<file path="src/rtl/owpwm_pkg.sv">
// Shared types and constants for the omni wheel speed to PWM unit.
package owpwm_pkg;

    localparam int unsigned GAIN_W  = 16;
    localparam int unsigned SPEED_W = 16;
    localparam int unsigned DUTY_W  = 8;
    localparam int unsigned DIR_W   = 2;
    localparam int unsigned NUM_WHEELS = 3;

    // sqrt(3) in Q16, rounded to nearest; 18 bits so it stays positive when signed.
    localparam logic signed [17:0] SQRT3_Q16 = 18'sd113512;

    // floor(v / 3) = (v * RECIP3) >> RECIP3_SH, exact for 16-bit v.
    localparam logic [15:0] RECIP3    = 16'd43691;
    localparam int unsigned RECIP3_SH = 17;

    // floor(p / 255) = (p * RECIP255) >> RECIP255_SH, exact for 16-bit p.
    localparam logic [15:0] RECIP255    = 16'd32897;
    localparam int unsigned RECIP255_SH = 23;

    localparam logic [7:0] DUTY_SCALE  = 8'd242;
    localparam logic [8:0] DUTY_OFFSET = 9'd13;
    localparam logic [9:0] DUTY_MAX    = 10'd255;
    localparam logic [7:0] STOP_DUTY   = 8'd39;
    localparam logic [7:0] MIN_RUN_DUTY = 8'd39;

    // Any speed at or above this already gives full duty.
    localparam logic [14:0] SPEED_CLAMP = 15'd127;

    localparam logic signed [GAIN_W-1:0] GAIN_RESET = 16'sd4096;

    typedef enum logic [DIR_W-1:0] {
        DIR_STOP = 2'd0,
        DIR_FWD  = 2'd1,
        DIR_REV  = 2'd2
    } t_dir;

    typedef enum logic [1:0] {
        REG_ROT_GAIN_ONE   = 2'd0,
        REG_ROT_GAIN_TWO   = 2'd1,
        REG_ROT_GAIN_THREE = 2'd2
    } t_reg_idx;

endpackage

</file>
<file path="src/rtl/owpwm_cmd_if.sv">
// Body velocity command channel.
interface owpwm_cmd_if;
    logic                                       valid;
    logic                                       ready;
    logic signed [owpwm_pkg::SPEED_W-1:0]       speed_x;
    logic signed [owpwm_pkg::SPEED_W-1:0]       speed_y;
    logic signed [owpwm_pkg::SPEED_W-1:0]       speed_turn;

    modport source (output valid, output speed_x, output speed_y, output speed_turn,
                    input ready);
    modport sink   (input valid, input speed_x, input speed_y, input speed_turn,
                    output ready);
endinterface

</file>
<file path="src/rtl/owpwm_pwm_if.sv">
// Wheel duty and direction result channel.
interface owpwm_pwm_if;
    logic                               valid;
    logic                               ready;
    logic [owpwm_pkg::DUTY_W-1:0]       duty_one;
    logic [owpwm_pkg::DIR_W-1:0]        dir_one;
    logic [owpwm_pkg::DUTY_W-1:0]       duty_two;
    logic [owpwm_pkg::DIR_W-1:0]        dir_two;
    logic [owpwm_pkg::DUTY_W-1:0]       duty_three;
    logic [owpwm_pkg::DIR_W-1:0]        dir_three;

    modport source (output valid, output duty_one, output dir_one, output duty_two,
                    output dir_two, output duty_three, output dir_three, input ready);
    modport sink   (input valid, input duty_one, input dir_one, input duty_two,
                    input dir_two, input duty_three, input dir_three, output ready);
endinterface

</file>
<file path="src/rtl/omni_wheel_speed_to_pwm_unit.sv">
// Three-wheel omni drive inverse kinematics with PWM duty mapping, top level.
//
//  Channel   Direction  Handshake       Payload
//  i_cmd     in         valid/ready     speed_x, speed_y, speed_turn (Q12.4)
//  o_pwm     out        valid/ready     duty/dir for wheels one, two, three
//  i_cfg_*   in         write enable    rot_gain_one..three (Q4.12), by index
//
// Seven register stages: products, wheel sums, magnitude, divide by three,
// duty scale, divide by 255, saturate into the output register.
// One command per cycle while the output is not stalled.
// Each stage advances when it is empty or the stage after it advances, so a
// stalled output holds its transaction and bubbles behind it still close up.
// Reset empties the pipeline and loads all rotation gains with 1.0.
module omni_wheel_speed_to_pwm_unit (
    input  logic                                i_clk,
    input  logic                                i_rst_n,
    owpwm_cmd_if.sink                           i_cmd,
    owpwm_pwm_if.source                         o_pwm,
    input  logic                                i_cfg_we,
    input  logic [1:0]                          i_cfg_idx,
    input  logic [owpwm_pkg::GAIN_W-1:0]        i_cfg_data
);
    import owpwm_pkg::*;

    localparam int unsigned NS = 7;

    logic [NS-1:0] r_vld;
    logic [NS-1:0] w_adv;

    logic signed [GAIN_W-1:0] r_gain [NUM_WHEELS];

    // Stage 0: products.
    logic signed [SPEED_W-1:0] r_x;
    logic signed [33:0]        r_yt;
    logic signed [31:0]        r_pr  [NUM_WHEELS];
    logic signed [33:0]        n_yt;
    logic signed [31:0]        n_pr  [NUM_WHEELS];
    // Stage 1: wheel sums in units of 1/(3*16*65536).
    logic signed [35:0]        r_n   [NUM_WHEELS];
    logic signed [35:0]        n_n   [NUM_WHEELS];
    // Stage 2: magnitude over 2^20 and sign.
    logic [15:0]               r_v   [NUM_WHEELS];
    logic [NUM_WHEELS-1:0]     r_neg2;
    logic [15:0]               n_v   [NUM_WHEELS];
    // Stage 3: truncated speed, clamped.
    logic [6:0]                r_m   [NUM_WHEELS];
    logic [NUM_WHEELS-1:0]     r_nz3;
    logic [NUM_WHEELS-1:0]     r_neg3;
    logic [6:0]                n_m   [NUM_WHEELS];
    logic [NUM_WHEELS-1:0]     n_nz3;
    // Stage 4: speed times 242.
    logic [14:0]               r_p   [NUM_WHEELS];
    logic [NUM_WHEELS-1:0]     r_nz4;
    logic [NUM_WHEELS-1:0]     r_neg4;
    // Stage 5: floor(242 m / 255).
    logic [6:0]                r_q   [NUM_WHEELS];
    logic [NUM_WHEELS-1:0]     r_nz5;
    logic [NUM_WHEELS-1:0]     r_neg5;
    logic [6:0]                n_q   [NUM_WHEELS];
    // Stage 6: output register.
    logic [DUTY_W-1:0]         r_duty [NUM_WHEELS];
    logic [DIR_W-1:0]          r_dir  [NUM_WHEELS];
    logic [DUTY_W-1:0]         n_duty [NUM_WHEELS];
    logic [DIR_W-1:0]          n_dir  [NUM_WHEELS];

    always_comb begin
        w_adv[NS-1] = !r_vld[NS-1] || o_pwm.ready;
        for (int k = NS - 2; k >= 0; k--) begin
            w_adv[k] = !r_vld[k] || w_adv[k+1];
        end
    end

    assign i_cmd.ready = w_adv[0];

    always_ff @(posedge i_clk) begin
        if (!i_rst_n) begin
            r_vld <= '0;
        end else begin
            if (w_adv[0]) begin
                r_vld[0] <= i_cmd.valid;
            end
            for (int k = 1; k < NS; k++) begin
                if (w_adv[k]) begin
                    r_vld[k] <= r_vld[k-1];
                end
            end
        end
    end

    always_ff @(posedge i_clk) begin
        if (!i_rst_n) begin
            for (int k = 0; k < NUM_WHEELS; k++) begin
                r_gain[k] <= GAIN_RESET;
            end
        end else if (i_cfg_we) begin
            unique case (i_cfg_idx)
                REG_ROT_GAIN_ONE:   r_gain[0] <= i_cfg_data;
                REG_ROT_GAIN_TWO:   r_gain[1] <= i_cfg_data;
                REG_ROT_GAIN_THREE: r_gain[2] <= i_cfg_data;
                default: ;
            endcase
        end
    end

    // Stage 0.
    always_comb begin
        n_yt = 34'(i_cmd.speed_y) * 34'(SQRT3_Q16);
        for (int k = 0; k < NUM_WHEELS; k++) begin
            n_pr[k] = 32'(r_gain[k]) * 32'(i_cmd.speed_turn);
        end
    end

    always_ff @(posedge i_clk) begin
        if (w_adv[0]) begin
            r_x  <= i_cmd.speed_x;
            r_yt <= n_yt;
            for (int k = 0; k < NUM_WHEELS; k++) begin
                r_pr[k] <= n_pr[k];
            end
        end
    end

    // Stage 1.
    always_comb begin
        logic signed [35:0] xt;
        logic signed [35:0] yt;
        xt = 36'(r_x) <<< 16;
        yt = 36'(r_yt);
        n_n[0] = yt - xt + (36'(r_pr[0]) <<< 4);
        n_n[1] = (36'(r_pr[1]) <<< 4) - xt - yt;
        n_n[2] = (xt <<< 1) + (36'(r_pr[2]) <<< 4);
    end

    always_ff @(posedge i_clk) begin
        if (w_adv[1]) begin
            for (int k = 0; k < NUM_WHEELS; k++) begin
                r_n[k] <= n_n[k];
            end
        end
    end

    // Stage 2.
    always_comb begin
        logic [35:0] mag;
        for (int k = 0; k < NUM_WHEELS; k++) begin
            mag    = r_n[k][35] ? 36'(-r_n[k]) : 36'(r_n[k]);
            n_v[k] = mag[35:20];
        end
    end

    always_ff @(posedge i_clk) begin
        if (w_adv[2]) begin
            for (int k = 0; k < NUM_WHEELS; k++) begin
                r_v[k]    <= n_v[k];
                r_neg2[k] <= r_n[k][35];
            end
        end
    end

    // Stage 3: divide by three through the reciprocal.
    always_comb begin
        logic [31:0] prod;
        logic [14:0] m;
        for (int k = 0; k < NUM_WHEELS; k++) begin
            prod     = 32'(r_v[k]) * 32'(RECIP3);
            m        = 15'(prod >> RECIP3_SH);
            n_nz3[k] = |m;
            n_m[k]   = (m > SPEED_CLAMP) ? SPEED_CLAMP[6:0] : m[6:0];
        end
    end

    always_ff @(posedge i_clk) begin
        if (w_adv[3]) begin
            for (int k = 0; k < NUM_WHEELS; k++) begin
                r_m[k] <= n_m[k];
            end
            r_nz3  <= n_nz3;
            r_neg3 <= r_neg2;
        end
    end

    // Stage 4.
    always_ff @(posedge i_clk) begin
        if (w_adv[4]) begin
            for (int k = 0; k < NUM_WHEELS; k++) begin
                r_p[k] <= 15'(r_m[k] * DUTY_SCALE);
            end
            r_nz4  <= r_nz3;
            r_neg4 <= r_neg3;
        end
    end

    // Stage 5: divide by 255 through the reciprocal.
    always_comb begin
        logic [31:0] prod;
        for (int k = 0; k < NUM_WHEELS; k++) begin
            prod   = 32'(r_p[k]) * 32'(RECIP255);
            n_q[k] = 7'(prod >> RECIP255_SH);
        end
    end

    always_ff @(posedge i_clk) begin
        if (w_adv[5]) begin
            for (int k = 0; k < NUM_WHEELS; k++) begin
                r_q[k] <= n_q[k];
            end
            r_nz5  <= r_nz4;
            r_neg5 <= r_neg4;
        end
    end

    // Stage 6: offset, times three, saturate.
    always_comb begin
        logic [8:0] s;
        logic [9:0] d;
        for (int k = 0; k < NUM_WHEELS; k++) begin
            s = 9'(r_q[k]) + DUTY_OFFSET;
            d = (10'(s) << 1) + 10'(s);
            n_duty[k] = (d > DUTY_MAX) ? DUTY_MAX[7:0] : d[7:0];
            if (!r_nz5[k]) begin
                n_dir[k] = DIR_STOP;
            end else if (r_neg5[k]) begin
                n_dir[k] = DIR_REV;
            end else begin
                n_dir[k] = DIR_FWD;
            end
        end
    end

    always_ff @(posedge i_clk) begin
        if (w_adv[6]) begin
            for (int k = 0; k < NUM_WHEELS; k++) begin
                r_duty[k] <= n_duty[k];
                r_dir[k]  <= n_dir[k];
            end
        end
    end

    assign o_pwm.valid      = r_vld[NS-1];
    assign o_pwm.duty_one   = r_duty[0];
    assign o_pwm.dir_one    = r_dir[0];
    assign o_pwm.duty_two   = r_duty[1];
    assign o_pwm.dir_two    = r_dir[1];
    assign o_pwm.duty_three = r_duty[2];
    assign o_pwm.dir_three  = r_dir[2];

    // A stopped wheel one always carries the idle duty.
    a_stop_duty: assert property (@(posedge i_clk) disable iff (!i_rst_n)
        o_pwm.valid && o_pwm.dir_one == DIR_STOP |-> o_pwm.duty_one == STOP_DUTY)
        else $error("wheel one stopped with a duty other than the idle duty");

    // A turning wheel two has at least the duty of speed one.
    a_run_duty: assert property (@(posedge i_clk) disable iff (!i_rst_n)
        o_pwm.valid && o_pwm.dir_two != DIR_STOP |-> o_pwm.duty_two >= MIN_RUN_DUTY)
        else $error("wheel two turning with a duty below the minimum");

    // An accepted transaction lands in the first stage.
    a_accept_fill: assert property (@(posedge i_clk) disable iff (!i_rst_n)
        i_cmd.valid && i_cmd.ready |=> r_vld[0])
        else $error("accepted command did not enter the pipeline");

endmodule
</file>
<file path="src/flat_wrapper.sv">
// flat-port wrapper written by rule: the top's interface ports become plain ports
module omni_wheel_speed_to_pwm_unit_flat import owpwm_pkg::*;
  (i_clk, i_rst_n, i_cfg_we, i_cfg_idx, i_cfg_data, i_cmd_valid, i_cmd_speed_x, i_cmd_speed_y, i_cmd_speed_turn, i_cmd_ready, o_pwm_valid, o_pwm_duty_one, o_pwm_dir_one, o_pwm_duty_two, o_pwm_dir_two, o_pwm_duty_three, o_pwm_dir_three, o_pwm_ready);
  owpwm_cmd_if i_cmd_i ();
  owpwm_pwm_if o_pwm_i ();
  input  logic i_clk;
  input  logic i_rst_n;
  input  logic i_cfg_we;
  input  logic [1:0] i_cfg_idx;
  input  logic [owpwm_pkg::GAIN_W-1:0] i_cfg_data;
  input wire logic [$bits(i_cmd_i.valid)-1:0] i_cmd_valid;
  input wire logic [$bits(i_cmd_i.speed_x)-1:0] i_cmd_speed_x;
  input wire logic [$bits(i_cmd_i.speed_y)-1:0] i_cmd_speed_y;
  input wire logic [$bits(i_cmd_i.speed_turn)-1:0] i_cmd_speed_turn;
  output wire logic [$bits(i_cmd_i.ready)-1:0] i_cmd_ready;
  output wire logic [$bits(o_pwm_i.valid)-1:0] o_pwm_valid;
  output wire logic [$bits(o_pwm_i.duty_one)-1:0] o_pwm_duty_one;
  output wire logic [$bits(o_pwm_i.dir_one)-1:0] o_pwm_dir_one;
  output wire logic [$bits(o_pwm_i.duty_two)-1:0] o_pwm_duty_two;
  output wire logic [$bits(o_pwm_i.dir_two)-1:0] o_pwm_dir_two;
  output wire logic [$bits(o_pwm_i.duty_three)-1:0] o_pwm_duty_three;
  output wire logic [$bits(o_pwm_i.dir_three)-1:0] o_pwm_dir_three;
  input wire logic [$bits(o_pwm_i.ready)-1:0] o_pwm_ready;
  assign i_cmd_i.valid = i_cmd_valid;
  assign i_cmd_i.speed_x = i_cmd_speed_x;
  assign i_cmd_i.speed_y = i_cmd_speed_y;
  assign i_cmd_i.speed_turn = i_cmd_speed_turn;
  assign i_cmd_ready = i_cmd_i.ready;
  assign o_pwm_valid = o_pwm_i.valid;
  assign o_pwm_duty_one = o_pwm_i.duty_one;
  assign o_pwm_dir_one = o_pwm_i.dir_one;
  assign o_pwm_duty_two = o_pwm_i.duty_two;
  assign o_pwm_dir_two = o_pwm_i.dir_two;
  assign o_pwm_duty_three = o_pwm_i.duty_three;
  assign o_pwm_dir_three = o_pwm_i.dir_three;
  assign o_pwm_i.ready = o_pwm_ready;
  omni_wheel_speed_to_pwm_unit u_core (.i_clk(i_clk), .i_rst_n(i_rst_n), .i_cmd(i_cmd_i), .o_pwm(o_pwm_i), .i_cfg_we(i_cfg_we), .i_cfg_idx(i_cfg_idx), .i_cfg_data(i_cfg_data));
endmodule
</file>
<file path="config.mk">
export PLATFORM = sky130hd
export DESIGN_NAME = omni_wheel_speed_to_pwm_unit_flat
export DESIGN_NICKNAME = d
export VERILOG_FILES = /design/src/rtl/owpwm_pkg.sv /design/src/rtl/owpwm_cmd_if.sv /design/src/rtl/owpwm_pwm_if.sv /design/src/rtl/omni_wheel_speed_to_pwm_unit.sv /design/src/flat_wrapper.sv
export SDC_FILE = /design/constraint.sdc
export NUM_CORES = 2
export LEC_CHECK = 0
export BUFFER_PORTS_ARGS = -buffer_cell sky130_fd_sc_hd__clkbuf_2
export CAP_MARGIN = 10
export CORE_MARGIN = 2
export CORE_UTILIZATION = 60
export DETAILED_ROUTE_END_ITERATION = 16
export GPL_ROUTABILITY_DRIVEN = 0
export MAX_ROUTING_LAYER = met4
export PLACE_DENSITY = 0.76
export SLEW_MARGIN = 20
export SYNTH_ARGS = -nofsm -noshare
export SYNTH_HDL_FRONTEND = slang
export SYNTH_SLANG_ARGS = --single-unit
</file>
<file path="constraint.sdc">
create_clock -name i_clk -period 9.6 [get_ports i_clk]
set_clock_uncertainty 0.2 [all_clocks]
set_input_delay 1.92 -clock i_clk [delete_from_list [all_inputs] [get_ports i_clk]]
set_output_delay 1.92 -clock i_clk [all_outputs]
set_load 0.1 [all_outputs]
</file>
Word level (Yosys, flattened, before mapping) --
Memory sizes are Yosys's and may differ from the RTL's. Cells that the tools add are included.
Storage, ports and cells: output and inout port bits 32, memories kept 9, RAM bits 414, logic and storage cells 126, input port bits 71, register bits after elaboration 75
Memories:
- u_core.r_n | words 3, width 36, read ports 3, clocked after memory_dff 0, wr ports 3, line omni_wheel_speed_to_pwm_unit.sv:39 | logic signed [35:0] r_n [NUM_WHEELS];
- u_core.r_pr | words 3, width 32, read ports 3, clocked after memory_dff 0, wr ports 3, line omni_wheel_speed_to_pwm_unit.sv:35 | logic signed [31:0] r_pr [NUM_WHEELS];
- u_core.r_gain | words 3, width 16, read ports 3, clocked after memory_dff 0, wr ports 3, line omni_wheel_speed_to_pwm_unit.sv:30 | logic signed [GAIN_W-1:0] r_gain [NUM_WHEELS];
- u_core.r_v | words 3, width 16, read ports 3, clocked after memory_dff 0, wr ports 3, line omni_wheel_speed_to_pwm_unit.sv:42 | logic [15:0] r_v [NUM_WHEELS];
- u_core.r_p | words 3, width 14, read ports 3, clocked after memory_dff 0, wr ports 3, line omni_wheel_speed_to_pwm_unit.sv:52 | logic [14:0] r_p [NUM_WHEELS];
- u_core.r_duty | words 3, width 8, read ports 3, clocked after memory_dff 0, wr ports 3, line omni_wheel_speed_to_pwm_unit.sv:61 | logic [DUTY_W-1:0] r_duty [NUM_WHEELS];
- 3 more memories
Cells by class: $mul 13, add/sub/neg operators 14, muxes and demuxes 45, bitwise logic cells 3, order comparisons 6, equality and inequality tests 2, reductions and logical operators 18
Operators with widths (count):
- $mux 36 | 3
- $neg 36->36 | 3
- $mul 16x16->32 | 3
- $mul 16x16->32 const B | 3
- $mul 15x16->30 const B | 3
- $mux 16 | 3
- $gt 15x7->1 const B | 3
- $reduce_or 15->1 | 3
- $mul 7x7->14 const B | 3
- $add 33x36->36 | 1
- $add 36x36->36 | 1
- $sub 36x32->36 | 1
- $sub 36x34->36 | 1
- $sub 34x32->35 | 1
- $mul 16x15->31 const B | 1
- $add 10x9->10 | 3
- $gt 10x8->1 const B | 3
- $mux 1 | 27
- $add 7x4->8 const B | 3
- $mux 8 | 3
- $mux 7 | 3
- $mux 2 | 6
- $logic_not 1->1 | 7
- $logic_or 1x1->1 | 7
- other kinds (4) | 6

Depth between registers and ports, before layout --
depth in word-level cells 10, depth in mapped cells 26, gate-level depth less buffers 25

Least setup slack after synthesis --
No wires, ideal clock.
path kind input -> register, from input port i_cmd_speed_turn[1], to memory u_core.r_pr[0][29] (data pin), slack 949 ps, arrival 8193 ps, stages 25, path buffers 2, library setup time 258 ps, required time 9142 ps, cells stage by stage clkbuf_1 clkbuf_1 nand2_1 fa_1 inv_1 fa_1 inv_1 fa_1 inv_1 fa_1 inv_1 fa_1 inv_1 fa_1 ha_1 and3_1 and3_1 a221o_1 o41ai_2 o211ai_1 a31oi_1 nor2_1 o21a_1 o41a_1 xor2_1
RTL lines:
- from (decl) | line flat_wrapper.sv:14 | input wire logic [$bits(i_cmd_i.speed_turn)-1:0] i_cmd_speed_turn;
- to (decl) | line omni_wheel_speed_to_pwm_unit.sv:35

==> out/results.ini <==
[status]
status=complete, no violations

[worst_hold_path]
hp-start=u_core.r_nz3[1]$_DFFE_PP_
min_path_type=reg2reg
hold_path_depth=0

[sta]
setup_viol=0
hold_violations=0
fmax_ghz=0.1172
rsz0062_at_grt=no
holdWs_ns=0.1917
tightestPinTransition_ns=1.047
report.final.slew_viol_count=0
fin_crit_ns=8.531
min_period_over_period_pct=88.87
final.setup.tns_ns=0
max_slew_margin_pct=28.42

[worst_setup_path]
crit_path_cell_trace=clkbuf_2 > buf_4 > nand2_1 > fa_1 > inv_1 > fa_1 > inv_1 > fa_1 > fa_1 > fa_1 > fa_1 > inv_1 > ha_1 > a21o_1 > a21o_1 > a21oi_1 > o31ai_1 > a311o_1 > a221oi_1 > o21ai_0 > o41ai_1 > o21bai_1 > a21oi_1 > xnor2_1
ff2ff_path_depth=24
crit_buf_inv=5
setup.worst_path.end=u_core.r_pr[0][95]$_DFFE_PP_
critPathArrivalTime_ns=8.73
cp_top_family=adder cells
path_max_fanout=19
crit_slowest_cell=fa_1
critPathMaxStageDelay_ns=0.57
r2r_start=u_core.r_gain[0][45]$_DFFE_PP_
cp-end-kind=flip-flop
critical_path.startpoint=i_cmd_speed_turn[5]
cp-start-kind=primary input
critical_path_class=in2reg
ff2ff_setup_slack_ns=2.04
cpMostUsedCell=fa_1
worst-path-stages=24
crit_required_ns=9.80
timing.rr.end=u_core.r_pr[0][95]$_DFFE_PP_

[clock_network]
cts_max_level=2
ctsResizeCount=0
cts_made_buffers=54
clockRootBuffer=clkbuf_16
path_clk_slew_ns=0.06
cts_sinks=478
post-cts-setup-buffer-count=0
cts_hold_buf=0
clock_latency_ns=0.67
cts_tree=yes
clock_path_buffers=3

[detailed_routing]
dr.pass1.iters=6
postRouteAntennaNets=0
wl_per_cell_um=18.02
drc=0
drt_iter0_markers=3439
vias=50140
avgViaCountPerCell=5.503
drt_wl_total_um=164200

[final_layout]
drive_above_1_share_pct=3.633
layout.nets=9840
area_delta_synth_final_pct=5.839

[floorplanning]
dieHeight_um=358.4
start_util_pct=60.23
fp-row-count=130
fp.coreArea_mm2=0.1251
die_area_mm2=0.1284
io_pins=103
die_x_um=358.4

[global_route]
grt_max_degree=82
grt_pass1_vias=53770
antenna_found_initial=2
grt_pass1_wl_um=272500
gr-total-overflow=0
track_usage_pct=27.69

[synthesis]
yosysSeqAreaShare_pct=18.96
syn-cell-area_mm2=0.07534
avgSynthCellArea_um2=10.25
synth-warning-count=0
synth_cell_types=74
syn_inst=7348
synth_edf_count=471
synth-seq-cells=478
synth_flop_cell=edfxtp_1
async_flop_share_pct=0
syn_nets=9769

[placed_design]
numPortBuffers=102
place_hpwl_um=138100

[run]
cap_violations=0

[cells in the mapped netlist (all sizes together), types with 29 or more instances]
| master | instances | area (um^2) |
|---|---|---|
| xnor2 | 284 | 2487 |
| o21ai | 143 | 715.7 |
| a21oi | 229 | 1146 |
| clkbuf | 139 | 521.8 |
| and2 | 312 | 1952 |
| xor2 | 90 | 788.3 |
| ha | 1142 | 14290 |
| o21a | 48 | 360.4 |
| fa | 1208 | 24180 |
| nand2 | 605 | 2271 |
| a21o | 105 | 788.3 |
| nor3 | 54 | 280.3 |
| nand2b | 70 | 437.9 |
| nor2 | 180 | 675.7 |
| inv | 1779 | 6678 |
| edfxtp | 471 | 14140 |
| and3 | 29 | 181.4 |
| o21bai | 60 | 450.4 |
| nand3 | 53 | 265.3 |
| nor2b | 48 | 300.3 |
[routing by layer]
layer | up-vias | global-route usage [%] | share of wire [%]
met5 | - | - | 0
met4 | 0 | 9.682 | 4.1
met3 | 347 | 4.239 | 7.0
met2 | 1583 | 45.27 | 48
met1 | 24910 | 35.25 | 41
li1 | 23300 | - | -
[through the flow]
step / setup WS (ns) / area (um^2) / utilization, % / std cells
finish: 1.069 / 79740 / 63.75 / 9111
global route: 0.7807 / 79740 / 63.75 / 9110
CTS: 1.165 / 79740 / 63.75 / 9110
detailed placement: 0.4541 / 77890 / 62.27 / 9013
global placement: 0.5719 / 77890 / 62.27 / 9013
floorplan: 0.9495 / 75340 / - / 7348
[flip-flops by register name (all words and copies together), names as in the netlist, 16 cells and up]
register and cells:
u_core.r_pr 96, u_core.r_duty 24, u_core.r_q 21, u_core.r_gain 48
u_core.r_yt 31, u_core.r_x 16, u_core.r_n 97, u_core.r_p 42
u_core.r_m 21, u_core.r_v 48
[cell type report]
type | count | area, um^2
Fill cell | 9598 | 45340
Inverter | 1779 | 6680
Antenna cell | 1 | 2.502
Sequential cell | 478 | 14280
Timing Repair Buffer | 155 | 996.0
Multi-Input combinational cell | 4951 | 53860
Tap cell | 1650 | 2064
Clock buffer | 66 | 1416
Clock inverter | 31 | 432.9
[worst min path at each step]
stage                                              to  slack (ns)
after floorplan           u_core.r_n[0][76]$_DFFE_PP_        0.20
after global placement    u_core.r_n[0][82]$_DFFE_PP_        0.20
after detailed placement  u_core.r_n[0][86]$_DFFE_PP_        0.20
after CTS                   u_core.r_nz4[1]$_DFFE_PP_        0.18
after global routing        u_core.r_nz4[1]$_DFFE_PP_        0.21
final                       u_core.r_nz4[1]$_DFFE_PP_        0.19
[placed cells by master, fill, tap and decap left out, types with 9 or more instances in the layout]
cell,count
o21a_1,48
a21boi_0,10
bufinv_16,10
a21oi_1,229
nor3_1,52
a31oi_1,24
xor2_1,90
o21bai_1,60
nand4_1,16
clkinv_2,9
xnor2_1,284
nor2b_1,48
nand2b_1,70
and3_1,29
and2_1,312
nor2_1,180
o31ai_1,26
clkbuf_2,102
fa_1,1208
buf_4,46
nand3_1,53
o21ai_0,140
ha_1,1142
nand2_1,603
inv_1,1775
a211oi_1,25
edfxtp_1,471
clkbuf_16,54
or4_1,9
or3_1,14
nand3b_1,9
o211ai_1,20
clkbuf_1,10
a21o_1,105
nor4_1,16
a2111oi_0,12
[cells by family (layout without fill, tap and decap cells)]
| family | Yosys count | count (layout) | synth area share [%] |
|---|---|---|---|
| muxes | 6 | 6 | 0.08138 |
| xor gates and xnor gates | 374 | 374 | 4.348 |
| DFF | 478 | 478 | 18.96 |
| AOI/OAI and AO/OA | 776 | 776 | 6.650 |
| buffers and inverters | 1919 | 2031 | 9.561 |
| adders and majority gates | 2350 | 2350 | 51.07 |
| other | 0 | 1 | 0 |
| and+or+nand+nor | 1445 | 1445 | 9.335 |
Power is left out: the tool's default activity adds up to more than one toggle a clock period on the data nets, which glitch-free logic cannot reach.
